### config.mk
export PLATFORM = sky130hd
export DESIGN_NAME = first_fit_page_allocator
export DESIGN_NICKNAME = d
export VERILOG_FILES = /design/src/hw/rtl/ffpa_pkg.sv /design/src/hw/rtl/ffpa_ctrl.sv /design/src/hw/rtl/ffpa_dp.sv /design/src/hw/rtl/first_fit_page_allocator.sv
export SDC_FILE = /design/constraint.sdc
export NUM_CORES = 2
export LEC_CHECK = 0
export BUFFER_PORTS_ARGS = -buffer_cell sky130_fd_sc_hd__buf_2
export CAP_MARGIN = 20
export CELL_PAD_IN_SITES_DETAIL_PLACEMENT = 2
export CELL_PAD_IN_SITES_GLOBAL_PLACEMENT = 2
export CORE_ASPECT_RATIO = 0.75
export CORE_UTILIZATION = 42
export CTS_CLUSTER_SIZE = 28
export DETAILED_ROUTE_END_ITERATION = 10
export GPL_TIMING_DRIVEN = 0
export PLACE_DENSITY = 0.83
export SLEW_MARGIN = 20
export SYNTH_ARGS = -nofsm -noshare
export SYNTH_HDL_FRONTEND = slang
export SYNTH_SLANG_ARGS = --single-unit
### constraint.sdc
create_clock -name i_clk -period 6.4 [get_ports i_clk]
set_clock_uncertainty 0.2 [all_clocks]
set_input_delay 0 -clock i_clk [delete_from_list [all_inputs] [get_ports i_clk]]
set_output_delay 0 -clock i_clk [all_outputs]
set_load 0.01 [all_outputs]
### src/hw/rtl/ffpa_pkg.sv
package ffpa_pkg;

    localparam int DEF_PAGE_COUNT = 64;
    localparam int DEF_ID_BITS    = 8;

    localparam int FUNC_W      = 3;
    localparam int ALLOC_ID_W  = 8;
    localparam int REQ_W       = 7;
    localparam int NEW_ID_W    = 8;
    localparam int CFG_PAGES_W = 7;
    localparam int APB_ADDR_W  = 3;
    localparam int APB_DATA_W  = 32;

    localparam logic [CFG_PAGES_W-1:0] PAGES_IN_USE_RESET = 7'd64;

    // register index, taken from paddr above the byte lane bits
    localparam logic REG_PAGES_IN_USE = 1'b0;

    localparam logic [FUNC_W-1:0] FN_ALLOC     = 3'd0;
    localparam logic [FUNC_W-1:0] FN_RELEASE   = 3'd1;
    localparam logic [FUNC_W-1:0] FN_SET_VALID = 3'd2;
    localparam logic [FUNC_W-1:0] FN_CLR_VALID = 3'd3;
    localparam logic [FUNC_W-1:0] FN_QUERY     = 3'd4;

    typedef struct packed {
        logic [FUNC_W-1:0]     func;
        logic [ALLOC_ID_W-1:0] alloc_id;
        logic [REQ_W-1:0]      req_pages;
    } t_in;

    typedef struct packed {
        logic [NEW_ID_W-1:0] new_id;
        logic                ok;
        logic                first_valid;
        logic                id_exists;
        logic [REQ_W-1:0]    recorded_size;
    } t_out;

    typedef enum logic [2:0] {
        ST_CLEAR,
        ST_IDLE,
        ST_SCAN,
        ST_FILL,
        ST_DONE
    } t_state;

    typedef struct packed {
        logic clear;
        logic load;
        logic scan;
        logic fill;
    } t_cmd;

    typedef struct packed {
        logic clear_last;
        logic scan_end;
        logic hit;
        logic fill_last;
    } t_stat;

endpackage

### src/hw/rtl/ffpa_ctrl.sv
module ffpa_ctrl (
    input  logic           i_clk,
    input  logic           i_rst_n,
    input  logic           i_start,
    input  ffpa_pkg::t_stat i_stat,
    output ffpa_pkg::t_cmd  o_cmd,
    output logic           o_busy,
    output logic           o_done
);

    ffpa_pkg::t_state r_state;
    ffpa_pkg::t_state n_state;

    always_ff @(posedge i_clk) begin
        if (!i_rst_n) begin
            r_state <= ffpa_pkg::ST_CLEAR;
        end else begin
            r_state <= n_state;
        end
    end

    always_comb begin
        n_state = r_state;
        o_cmd   = '0;
        o_busy  = 1'b1;
        o_done  = 1'b0;
        unique case (r_state)
            ffpa_pkg::ST_CLEAR: begin
                o_cmd.clear = 1'b1;
                if (i_stat.clear_last) begin
                    n_state = ffpa_pkg::ST_IDLE;
                end
            end
            ffpa_pkg::ST_IDLE: begin
                o_busy = 1'b0;
                if (i_start) begin
                    o_cmd.load = 1'b1;
                    n_state    = ffpa_pkg::ST_SCAN;
                end
            end
            ffpa_pkg::ST_SCAN: begin
                o_cmd.scan = 1'b1;
                if (i_stat.scan_end) begin
                    n_state = i_stat.hit ? ffpa_pkg::ST_FILL : ffpa_pkg::ST_DONE;
                end
            end
            ffpa_pkg::ST_FILL: begin
                o_cmd.fill = 1'b1;
                if (i_stat.fill_last) begin
                    n_state = ffpa_pkg::ST_DONE;
                end
            end
            ffpa_pkg::ST_DONE: begin
                o_done  = 1'b1;
                n_state = ffpa_pkg::ST_IDLE;
            end
            default: begin
                n_state = ffpa_pkg::ST_CLEAR;
            end
        endcase
    end

endmodule

### src/hw/rtl/ffpa_dp.sv
module ffpa_dp #(
    parameter int PAGE_COUNT = ffpa_pkg::DEF_PAGE_COUNT,
    parameter int ID_BITS    = ffpa_pkg::DEF_ID_BITS
) (
    input  logic                               i_clk,
    input  logic                               i_rst_n,
    input  ffpa_pkg::t_cmd                      i_cmd,
    output ffpa_pkg::t_stat                     o_stat,
    input  ffpa_pkg::t_in                       i_item,
    input  logic [ffpa_pkg::CFG_PAGES_W-1:0]    i_pages_in_use,
    output ffpa_pkg::t_out                      o_result
);

    localparam int PAGE_W = $clog2(PAGE_COUNT);
    localparam int CNT_W  = $clog2(PAGE_COUNT + 1);
    localparam int LW     = (CNT_W > ffpa_pkg::REQ_W) ? CNT_W : ffpa_pkg::REQ_W;
    localparam int ID_N   = 1 << ID_BITS;
    localparam int IDX_W  = (ID_BITS > ffpa_pkg::NEW_ID_W) ? ID_BITS : ffpa_pkg::NEW_ID_W;
    localparam int CLR_N  = (PAGE_COUNT > ID_N) ? PAGE_COUNT : ID_N;
    localparam int CLR_W  = $clog2(CLR_N);
    localparam int ENT_W  = ID_BITS + 1;

    // page entry: valid mark above the owner tag
    logic [ENT_W-1:0]           r_page_mem [PAGE_COUNT];
    logic [ffpa_pkg::REQ_W-1:0] r_size_mem [ID_N];

    logic [ffpa_pkg::FUNC_W-1:0] r_func;
    logic [ID_BITS-1:0]          r_id;
    logic [ffpa_pkg::REQ_W-1:0]  r_req;
    logic [ID_BITS-1:0]          r_aid;
    logic [ID_BITS-1:0]          r_next_id;
    logic [CNT_W-1:0]            r_len;
    logic [CNT_W-1:0]            r_idx;
    logic                        r_pend;
    logic [PAGE_W-1:0]           r_rd_idx;
    logic [ENT_W-1:0]            r_rd_ent;
    logic                        r_in_run;
    logic [PAGE_W-1:0]           r_run_start;
    logic [LW-1:0]               r_run_len;
    logic [PAGE_W-1:0]           r_fill_idx;
    logic [LW-1:0]               r_fill_cnt;
    logic                        r_ok;
    logic                        r_fv;
    logic                        r_ex;
    logic [ffpa_pkg::REQ_W-1:0]  r_size_rd;
    logic [CLR_W-1:0]            r_clr;

    logic [IDX_W-1:0]   w_id_ext;
    logic [ID_BITS-1:0] w_in_id;
    logic [IDX_W-1:0]   w_aid_ext;
    logic [CNT_W-1:0]   w_len;
    logic               w_issue;
    logic [ID_BITS-1:0] w_tag;
    logic               w_vld;
    logic               w_active;
    logic               w_match;
    logic               w_free;
    logic               w_is_alloc;
    logic               w_is_query;
    logic [LW-1:0]      w_run_len_n;
    logic [PAGE_W-1:0]  w_run_start_n;
    logic               w_hit;
    logic               w_qhit;
    logic               w_pg_we;
    logic [PAGE_W-1:0]  w_pg_waddr;
    logic [ENT_W-1:0]   w_pg_wdata;
    logic               w_clr_pg;
    logic               w_clr_sz;

    assign w_id_ext  = IDX_W'(i_item.alloc_id);
    assign w_in_id   = w_id_ext[ID_BITS-1:0];
    assign w_aid_ext = IDX_W'(r_aid);

    // scan length is the page count clamped to the table size
    assign w_len = (LW'(i_pages_in_use) > LW'(PAGE_COUNT)) ? CNT_W'(PAGE_COUNT)
                                                         : CNT_W'(i_pages_in_use);

    assign w_issue    = i_cmd.scan && (r_idx < r_len);
    assign w_tag      = r_rd_ent[ID_BITS-1:0];
    assign w_vld      = r_rd_ent[ID_BITS];
    assign w_active   = i_cmd.scan && r_pend;
    assign w_match    = (w_tag == r_id) && (r_id != '0);
    assign w_free     = (w_tag == '0);
    assign w_is_alloc = (r_func == ffpa_pkg::FN_ALLOC);
    assign w_is_query = (r_func == ffpa_pkg::FN_QUERY);

    assign w_run_len_n   = r_in_run ? (r_run_len + LW'(1)) : LW'(1);
    assign w_run_start_n = r_in_run ? r_run_start : r_rd_idx;

    assign w_hit  = w_active && w_is_alloc && (r_req != '0) && w_free
                  && (w_run_len_n == LW'(r_req));
    assign w_qhit = w_active && w_is_query && w_match;

    assign w_clr_pg = ({1'b0, r_clr} < (CLR_W + 1)'(PAGE_COUNT));
    assign w_clr_sz = ({1'b0, r_clr} < (CLR_W + 1)'(ID_N));

    assign o_stat.clear_last = (r_clr == CLR_W'(CLR_N - 1));
    assign o_stat.scan_end   = w_hit || w_qhit || (r_idx >= r_len);
    assign o_stat.hit        = w_hit;
    assign o_stat.fill_last  = (r_fill_cnt == LW'(1));

    // single write port shared by the clearing sweep, the fill and the scan
    always_comb begin
        w_pg_we    = 1'b0;
        w_pg_waddr = r_rd_idx;
        w_pg_wdata = '0;
        priority if (i_cmd.clear) begin
            w_pg_we    = w_clr_pg;
            w_pg_waddr = r_clr[PAGE_W-1:0];
        end else if (i_cmd.fill) begin
            w_pg_we    = 1'b1;
            w_pg_waddr = r_fill_idx;
            w_pg_wdata = {1'b0, r_aid};
        end else if (w_active && w_match) begin
            unique case (r_func)
                ffpa_pkg::FN_RELEASE: begin
                    w_pg_we = 1'b1;
                end
                ffpa_pkg::FN_SET_VALID: begin
                    w_pg_we    = 1'b1;
                    w_pg_wdata = {1'b1, w_tag};
                end
                ffpa_pkg::FN_CLR_VALID: begin
                    w_pg_we    = 1'b1;
                    w_pg_wdata = {1'b0, w_tag};
                end
                default: begin
                    w_pg_we = 1'b0;
                end
            endcase
        end else begin
            w_pg_we = 1'b0;
        end
    end

    always_ff @(posedge i_clk) begin
        if (w_pg_we) begin
            r_page_mem[w_pg_waddr] <= w_pg_wdata;
        end
        if (w_issue) begin
            r_rd_ent <= r_page_mem[r_idx[PAGE_W-1:0]];
        end
    end

    always_ff @(posedge i_clk) begin
        if (i_cmd.clear && w_clr_sz) begin
            r_size_mem[r_clr[ID_BITS-1:0]] <= '0;
        end else if (i_cmd.load && (i_item.func == ffpa_pkg::FN_ALLOC)) begin
            r_size_mem[r_next_id] <= i_item.req_pages;
        end
        if (i_cmd.load) begin
            r_size_rd <= r_size_mem[w_in_id];
        end
    end

    always_ff @(posedge i_clk) begin
        if (!i_rst_n) begin
            r_next_id <= ID_BITS'(1);
            r_clr     <= '0;
            r_pend    <= 1'b0;
        end else begin
            if (i_cmd.clear) begin
                r_clr <= r_clr + CLR_W'(1);
            end
            if (i_cmd.load) begin
                r_pend <= 1'b0;
                if (i_item.func == ffpa_pkg::FN_ALLOC) begin
                    // id zero is never issued
                    r_next_id <= (r_next_id == '1) ? ID_BITS'(1) : r_next_id + ID_BITS'(1);
                end
            end else if (i_cmd.scan) begin
                r_pend <= w_issue;
            end
        end
    end

    always_ff @(posedge i_clk) begin
        if (i_cmd.load) begin
            r_func   <= i_item.func;
            r_id     <= w_in_id;
            r_req    <= i_item.req_pages;
            r_aid    <= r_next_id;
            r_len    <= w_len;
            r_idx    <= '0;
            r_in_run <= 1'b0;
            r_ok     <= 1'b0;
            r_fv     <= 1'b0;
            r_ex     <= 1'b0;
        end
        if (w_issue) begin
            r_idx    <= r_idx + CNT_W'(1);
            r_rd_idx <= r_idx[PAGE_W-1:0];
        end
        if (w_active && w_is_alloc) begin
            if (w_free) begin
                r_in_run    <= 1'b1;
                r_run_len   <= w_run_len_n;
                r_run_start <= w_run_start_n;
            end else begin
                r_in_run <= 1'b0;
            end
        end
        if (w_hit) begin
            r_ok       <= 1'b1;
            r_fill_idx <= w_run_start_n;
            r_fill_cnt <= LW'(r_req);
        end
        if (w_active && w_match && (r_func == ffpa_pkg::FN_RELEASE)) begin
            r_ok <= 1'b1;
        end
        if (w_qhit) begin
            r_fv <= w_vld;
            r_ex <= 1'b1;
        end
        if (i_cmd.fill) begin
            r_fill_idx <= r_fill_idx + PAGE_W'(1);
            r_fill_cnt <= r_fill_cnt - LW'(1);
        end
    end

    assign o_result.new_id        = w_is_alloc ? w_aid_ext[ffpa_pkg::NEW_ID_W-1:0] : '0;
    assign o_result.ok            = r_ok;
    assign o_result.first_valid   = r_fv;
    assign o_result.id_exists     = r_ex;
    assign o_result.recorded_size = w_is_query ? r_size_rd : '0;

endmodule

### src/hw/rtl/first_fit_page_allocator.sv
// first-fit contiguous page allocator
// command channel: drive i_item and raise start; the item is taken at the clock edge
// where start is high and busy is low. busy stays high until the result has gone out.
// result channel: o_result is presented for a single cycle with o_done high. there is
// no back-pressure, so the result must be captured in that cycle.
// scan, with n = min(pages_in_use, PAGE_COUNT): every operation walks the first n
// entries of the page table once through one memory read port, one entry per cycle. a
// query or a successful allocate stops at its hit; a successful allocate then writes
// its run, one page per cycle.
// reset: a clearing pass sweeps max(PAGE_COUNT, 2^ID_BITS) addresses of the page table
// and the size record, holding busy high; pages_in_use returns to 64 and the id counter
// to 1. the register port takes writes during the pass; reconfigure only while idle.
module first_fit_page_allocator #(
    parameter int PAGE_COUNT = ffpa_pkg::DEF_PAGE_COUNT,
    parameter int ID_BITS    = ffpa_pkg::DEF_ID_BITS
) (
    input  logic                              i_clk,
    input  logic                              i_rst_n,
    input  logic                              start,
    output logic                              busy,
    input  ffpa_pkg::t_in                     i_item,
    output logic                              o_done,
    output ffpa_pkg::t_out                    o_result,
    input  logic                              psel,
    input  logic                              penable,
    input  logic                              pwrite,
    input  logic [ffpa_pkg::APB_ADDR_W-1:0]   paddr,
    input  logic [ffpa_pkg::APB_DATA_W-1:0]   pwdata,
    output logic [ffpa_pkg::APB_DATA_W-1:0]   prdata,
    output logic                              pready
);

    logic [ffpa_pkg::CFG_PAGES_W-1:0] r_pages_in_use;
    logic                             w_reg_sel;
    ffpa_pkg::t_cmd                   w_cmd;
    ffpa_pkg::t_stat                  w_stat;

    assign pready    = 1'b1;
    assign w_reg_sel = (paddr[ffpa_pkg::APB_ADDR_W-1] == ffpa_pkg::REG_PAGES_IN_USE);

    always_ff @(posedge i_clk) begin
        if (!i_rst_n) begin
            r_pages_in_use <= ffpa_pkg::PAGES_IN_USE_RESET;
        end else if (psel && penable && pwrite && w_reg_sel) begin
            r_pages_in_use <= pwdata[ffpa_pkg::CFG_PAGES_W-1:0];
        end
    end

    assign prdata = w_reg_sel ? ffpa_pkg::APB_DATA_W'(r_pages_in_use) : '0;

    ffpa_ctrl u_ctrl (
        .i_clk   (i_clk),
        .i_rst_n (i_rst_n),
        .i_start (start),
        .i_stat  (w_stat),
        .o_cmd   (w_cmd),
        .o_busy  (busy),
        .o_done  (o_done)
    );

    ffpa_dp #(
        .PAGE_COUNT (PAGE_COUNT),
        .ID_BITS    (ID_BITS)
    ) u_dp (
        .i_clk          (i_clk),
        .i_rst_n        (i_rst_n),
        .i_cmd          (w_cmd),
        .o_stat         (w_stat),
        .i_item         (i_item),
        .i_pages_in_use (r_pages_in_use),
        .o_result       (o_result)
    );

    a_done_busy: assert property (@(posedge i_clk) disable iff (!i_rst_n)
        o_done |-> busy)
        else $error("result beat while not busy");

    a_done_idle: assert property (@(posedge i_clk) disable iff (!i_rst_n)
        o_done |=> !busy)
        else $error("block not idle after result beat");

    a_accept_busy: assert property (@(posedge i_clk) disable iff (!i_rst_n)
        (start && !busy) |=> (busy && !o_done))
        else $error("accepted beat did not start an operation");

    a_cmd_onehot: assert property (@(posedge i_clk) disable iff (!i_rst_n)
        $onehot0({w_cmd.clear, w_cmd.load, w_cmd.scan, w_cmd.fill}))
        else $error("datapath commands overlap");

endmodule
==> impl_table.tex <==
\begin{tabular}{lr}
\hline
Metric & Value \\
\hline
\multicolumn{2}{l}{\textbf{Synthesis}} \\
Number of enable flip-flop cells after synthesis & 2458 \\
Ranking of synthesized cells by area & sky130\_fd\_sc\_hd\_\_edfxtp\_1 (76\%), sky130\_fd\_sc\_hd\_\_mux4\_2 (13\%), sky130\_fd\_sc\_hd\_\_mux2i\_1 (1.5\%), sky130\_fd\_sc\_hd\_\_nor2\_1 (1.5\%), sky130\_fd\_sc\_hd\_\_a22oi\_1 (0.93\%) \\
Post-synthesis cell type with the largest combined area & sky130\_fd\_sc\_hd\_\_edfxtp\_1 \\
Number of synthesized register bits & 2487 \\
Post-synthesis average cell area & 20.4 um\^{}2 \\
Netlist area before placement & 0.0977 mm\^{}2 \\
Dominant synthesized flop cell & sky130\_fd\_sc\_hd\_\_edfxtp\_1 \\
Mapped Cells & 4801 \\
Area share of the largest cell type after synthesis & 0.755 \\
Share of the yosys chip area belonging to registers & 0.761 \\
Cell with the most instances after synthesis & sky130\_fd\_sc\_hd\_\_edfxtp\_1 \\
Number of different library cells in the post-synthesis netlist & 70 \\
Yosys synthesis warning count & 0 \\
Proportion of synthesized flip-flops having asynchronous set or reset & 0 \\
Synth top cells by count & sky130\_fd\_sc\_hd\_\_edfxtp\_1 (2458), sky130\_fd\_sc\_hd\_\_mux4\_2 (570), sky130\_fd\_sc\_hd\_\_nor2\_1 (387), sky130\_fd\_sc\_hd\_\_mux2i\_1 (151) \\
\multicolumn{2}{l}{\textbf{Timing}} \\
Max Freq & 0.172 GHz \\
Relative max-transition margin & 0.0927 \\
Hold Violations, Final & 0 \\
\# setup viols final & 0 \\
Worst hold margin & 78.5 ps \\
Final worst-path setup slack & 572 ps \\
Minimum period implied by the final worst setup slack & 5830 ps \\
Unrepaired setup endpoints after global routing & false \\
Max Transition Viols Final & 0 \\
Pin slew with the least headroom to its limit & 1350 ps \\
Final Cycle Share & 0.911 \\
\multicolumn{2}{l}{\textbf{Detailed routing}} \\
Via total after detailed routing & 59400 \\
Number of search-and-repair iterations in the first detailed-routing pass & 5 \\
Residual DRC & 0 \\
Per-cell via count in the routed design & 6.96 \\
Starting DRC count in detailed routing & 9737 \\
Antenna Nets Post-Route & 0 \\
Routed wire per std cell & 48.3 um \\
Detailed-route wire length & 412000 um \\
\multicolumn{2}{l}{\textbf{Global routing}} \\
Vias in the first global route & 60200 \\
Global-route wire length before repair & 551000 um \\
GRT Resource Usage Total & 0.347 \\
Global route total overflow & 0 \\
Number of antenna violations at the first check in global routing & 29 \\
Pin count of the biggest net entering global routing & 81 \\
\multicolumn{2}{l}{\textbf{Worst setup path}} \\
R2r startpoint & u\_dp.r\_rd\_ent[2] \\
Worst-case register-to-register setup slack & 570 ps \\
Crit end category & flop \\
Ordered list of cells on the worst path & xor2\_1 -> a2111oi\_0 -> o2111ai\_1 -> nor3\_1 -> o211ai\_1 -> clkbuf\_4 -> clkbuf\_1 -> nor2\_1 \\
Element type at the critical path start & flop \\
Cell type group with the largest total delay on the critical path & compound AO/OA/AOI/OAI gates \\
Setup Crit Path Kind & reg2reg \\
Maximum fanout along the worst path & 10 \\
Total buffers and inverters traversed by the critical path & 2 \\
CP max-delay cell & sky130\_fd\_sc\_hd\_\_nor2\_1 \\
WP data arrival & 6160 ps \\
Crit path required time & 6730 ps \\
Logic depth of the worst register-to-register path & 8 \\
Slowest cell delay on critical path & 1010 ps \\
Worst reg2reg path endpoint & u\_dp.r\_page\_mem[27][7] \\
\multicolumn{2}{l}{\textbf{Placement}} \\
Port Buffer Count & 58 \\
Pre-CTS worst setup slack & 1050 ps \\
Cell Count Post-Placement & 8002 \\
Weighted congestion at the end of routability-driven global placement & 0.900 \\
Post-detailed-placement half-perimeter wirelength & 247000 um \\
\multicolumn{2}{l}{\textbf{Pwr}} \\
Power density normalized to cell area & 315 mW/mm\^{}2 \\
Switching portion of total power & 0.253 \\
Logic pwr share & 0.063 \\
Power share of the clock group & 0.423 \\
Net switching power & 0.00888 W \\
Leakage power & 39.4 nW \\
IR Drop Worst-Case VDD & 0.240 mV \\
Internal power of the cells & 0.0262 W \\
Sequential fraction of design power & 0.513 \\
Overall power & 0.0351 W \\
\multicolumn{2}{l}{\textbf{Min path}} \\
Cells on Worst Hold Path & 6 \\
Hold worst-path end & u\_dp.r\_pend \\
Tightest Hold Check Type & in2reg \\
Hold\_sp & start \\
\multicolumn{2}{l}{\textbf{CTS}} \\
Clk\_lat worst skew & 970 ps \\
Htree depth & 4 \\
CTS Root Cell & sky130\_fd\_sc\_hd\_\_clkbuf\_16 \\
Number of buffers on the longest clock path & 4 \\
Clock tree from TritonCTS & built \\
Clock Pin Slew Worst Setup and Hold Paths & 80 ps \\
Clock tree sinks & 2487 \\
TritonCTS Buffers & 240 \\
Post-CTS Setup Bufs & 0 \\
\multicolumn{2}{l}{\textbf{Floorplanning}} \\
Die width & 559 um \\
Effective utilization at floorplan & 0.425 \\
Y dimension of the die & 420 um \\
Area of the placeable core & 0.230 mm\^{}2 \\
Die ar. & 0.235 mm\^{}2 \\
Num rows & 152 \\
Number of primary I/O pins & 112 \\
\multicolumn{2}{l}{\textbf{Status}} \\
Status & finished clean \\
\multicolumn{2}{l}{\textbf{Final layout}} \\
Count of non-filler cells in the finished layout & 8529 \\
FILL cells & 20100 \\
Area of the multi-input gates & 0.0219 mm\^{}2 \\
Total Nets Final & 5315 \\
Share of layout cells above drive strength 1 & 0.239 \\
Area of all sequential standard cells & 0.0744 mm\^{}2 \\
Area overhead of the layout relative to synthesis & 13.9\% \\
\multicolumn{2}{l}{\textbf{Job}} \\
Number of maximum-capacitance constraint violations & 0 \\
\hline
\end{tabular}
-- cells in the final DEF (no fill, tap or decap), types with 15 or more instances in the layout --
| master | count |
|---|---|
| sky130_fd_sc_hd__buf_12 | 15 |
| sky130_fd_sc_hd__diode_2 | 21 |
| sky130_fd_sc_hd__edfxtp_1 | 2458 |
| sky130_fd_sc_hd__o21ai_0 | 31 |
| sky130_fd_sc_hd__a22oi_1 | 121 |
| sky130_fd_sc_hd__a21oi_1 | 78 |
| sky130_fd_sc_hd__mux2_2 | 21 |
| sky130_fd_sc_hd__xnor2_1 | 16 |
| sky130_fd_sc_hd__nand3b_1 | 16 |
| sky130_fd_sc_hd__nor2_1 | 367 |
| sky130_fd_sc_hd__mux2i_1 | 151 |
| sky130_fd_sc_hd__mux4_2 | 570 |
| sky130_fd_sc_hd__nor3_1 | 37 |
| sky130_fd_sc_hd__dfxtp_1 | 29 |
| sky130_fd_sc_hd__clkbuf_1 | 159 |
| sky130_fd_sc_hd__inv_1 | 18 |
| sky130_fd_sc_hd__buf_16 | 17 |
| sky130_fd_sc_hd__and2_1 | 24 |
| sky130_fd_sc_hd__conb_1 | 26 |
| sky130_fd_sc_hd__bufinv_16 | 18 |
| sky130_fd_sc_hd__buf_2 | 150 |
| sky130_fd_sc_hd__clkbuf_16 | 242 |
| sky130_fd_sc_hd__nand3_1 | 74 |
| sky130_fd_sc_hd__clkinv_2 | 38 |
| sky130_fd_sc_hd__dlygate4sd3_1 | 67 |
| sky130_fd_sc_hd__buf_6 | 24 |
| sky130_fd_sc_hd__o22ai_1 | 55 |
| sky130_fd_sc_hd__nor2_2 | 20 |
| sky130_fd_sc_hd__nor2b_1 | 29 |
| sky130_fd_sc_hd__xor2_1 | 21 |
| sky130_fd_sc_hd__buf_4 | 81 |
| sky130_fd_sc_hd__nand2_1 | 121 |
| sky130_fd_sc_hd__clkinv_1 | 53 |
-- power groups by stage --
stage / Clock [W] / Combinational (W) / Sequential, W
finish: 0.0149 / 0.00222 / 0.0180
global placement: 0 / 0.00179 / 0.0183
global route: 0.0152 / 0.00219 / 0.0180
CTS: 0.0146 / 0.00205 / 0.0180
detailed placement: 0 / 0.00195 / 0.0183
floorplan: 0 / 0.00103 / 0.0183
-- flip-flops by register name (all words and copies together) (netlist names), 7 cells and up --
signal,flops
u_dp.r_fill_cnt,7
u_dp.r_req,7
r_pages_in_use,7
u_dp.r_page_mem,576
u_dp.r_aid,8
u_dp.r_size_mem,1792
u_dp.r_clr,8
u_dp.r_rd_ent,9
u_dp.r_size_rd,7
u_dp.r_idx,7
u_dp.r_next_id,8
u_dp.r_run_len,7
u_dp.r_len,7
u_dp.r_id,8
-- worst max path at each step --
stage	startpoint	slack, ps	cells after the start	endpoint
after floorplan	u_ctrl.r_state[1]	470	7	u_dp.r_size_mem[0][0]
after global placement	u_ctrl.r_state[1]	-4120	7	u_dp.r_size_mem[76][0]
after detailed placement	u_dp.r_id[2]	1050	7	u_dp.r_page_mem[26][3]
after CTS	u_dp.r_rd_ent[2]	900	7	u_dp.r_page_mem[27][2]
after global routing	u_dp.r_rd_ent[2]	640	8	u_dp.r_page_mem[27][7]
final	u_dp.r_rd_ent[2]	570	8	u_dp.r_page_mem[27][7]
-- worst min-delay path, stage by stage --
cell	delay [ps]
sky130_fd_sc_hd__dlygate4sd3_1	550
sky130_fd_sc_hd__buf_2	160
sky130_fd_sc_hd__nand4bb_1	120
sky130_fd_sc_hd__buf_2	220
sky130_fd_sc_hd__nand2_1	100
sky130_fd_sc_hd__a21oi_1	50
-- stage by stage --
step           setup TNS [ps]  area [um^2]   util
3_3_place_gp         -7087580       102000  0.443
2_1_floorplan               0        97800      -
3_5_place_dp                0       103000  0.448
6_report                    0       111000  0.484
4_1_cts                     0       111000  0.483
5_1_grt                     0       111000  0.484
-- metal layers --
| metal | global-route usage | wire length (um) | share of wire | up-vias |
|---|---|---|---|---|
| li1 | - | - | - | 20600 |
| met1 | 0.425 | 142000 | 0.34 | 31700 |
| met2 | 0.557 | 194000 | 0.47 | 5602 |
| met3 | 0.0893 | 46400 | 0.11 | 1470 |
| met4 | 0.208 | 29600 | 0.072 | 20 |
| met5 | 0 | 126 | 0.00031 | - |
-- final cells by class --
class	count	share of cell area
flip-flops and latches	2487	0.668
multi-input cells	2016	0.197
clock buffers	309	0.0576
well taps	3080	0.0346
repair buffers	175	0.0169
plain buffers	302	0.0150
clock inverters	119	0.00917
inverters	20	0.000675
diodes	21	0.000472
-- cell families (layout without fill, tap and decap cells) --
logic type               Yosys count  in the layout  share of synthesized area
AO/OA/AOI/OAI                    384            384                     0.0273
buffers and inverters            322            925                     0.0177
other                              2             47                  0.0000769
multiplexers                     742            742                      0.149
flip-flops                      2487           2487                      0.761
XOR/XNOR                          37             37                    0.00332
adder cells (fa/ha/maj)           14             14                    0.00179
AND/OR/NAND/NOR                  813            813                     0.0393
-- timing repair --
action | in CTS | in global routing
resized for setup | 0 | 0
hold buffers | 67 | 0
endpoints found under the hold margin | 1196 | 0
(Power assumes the default switching activity.)
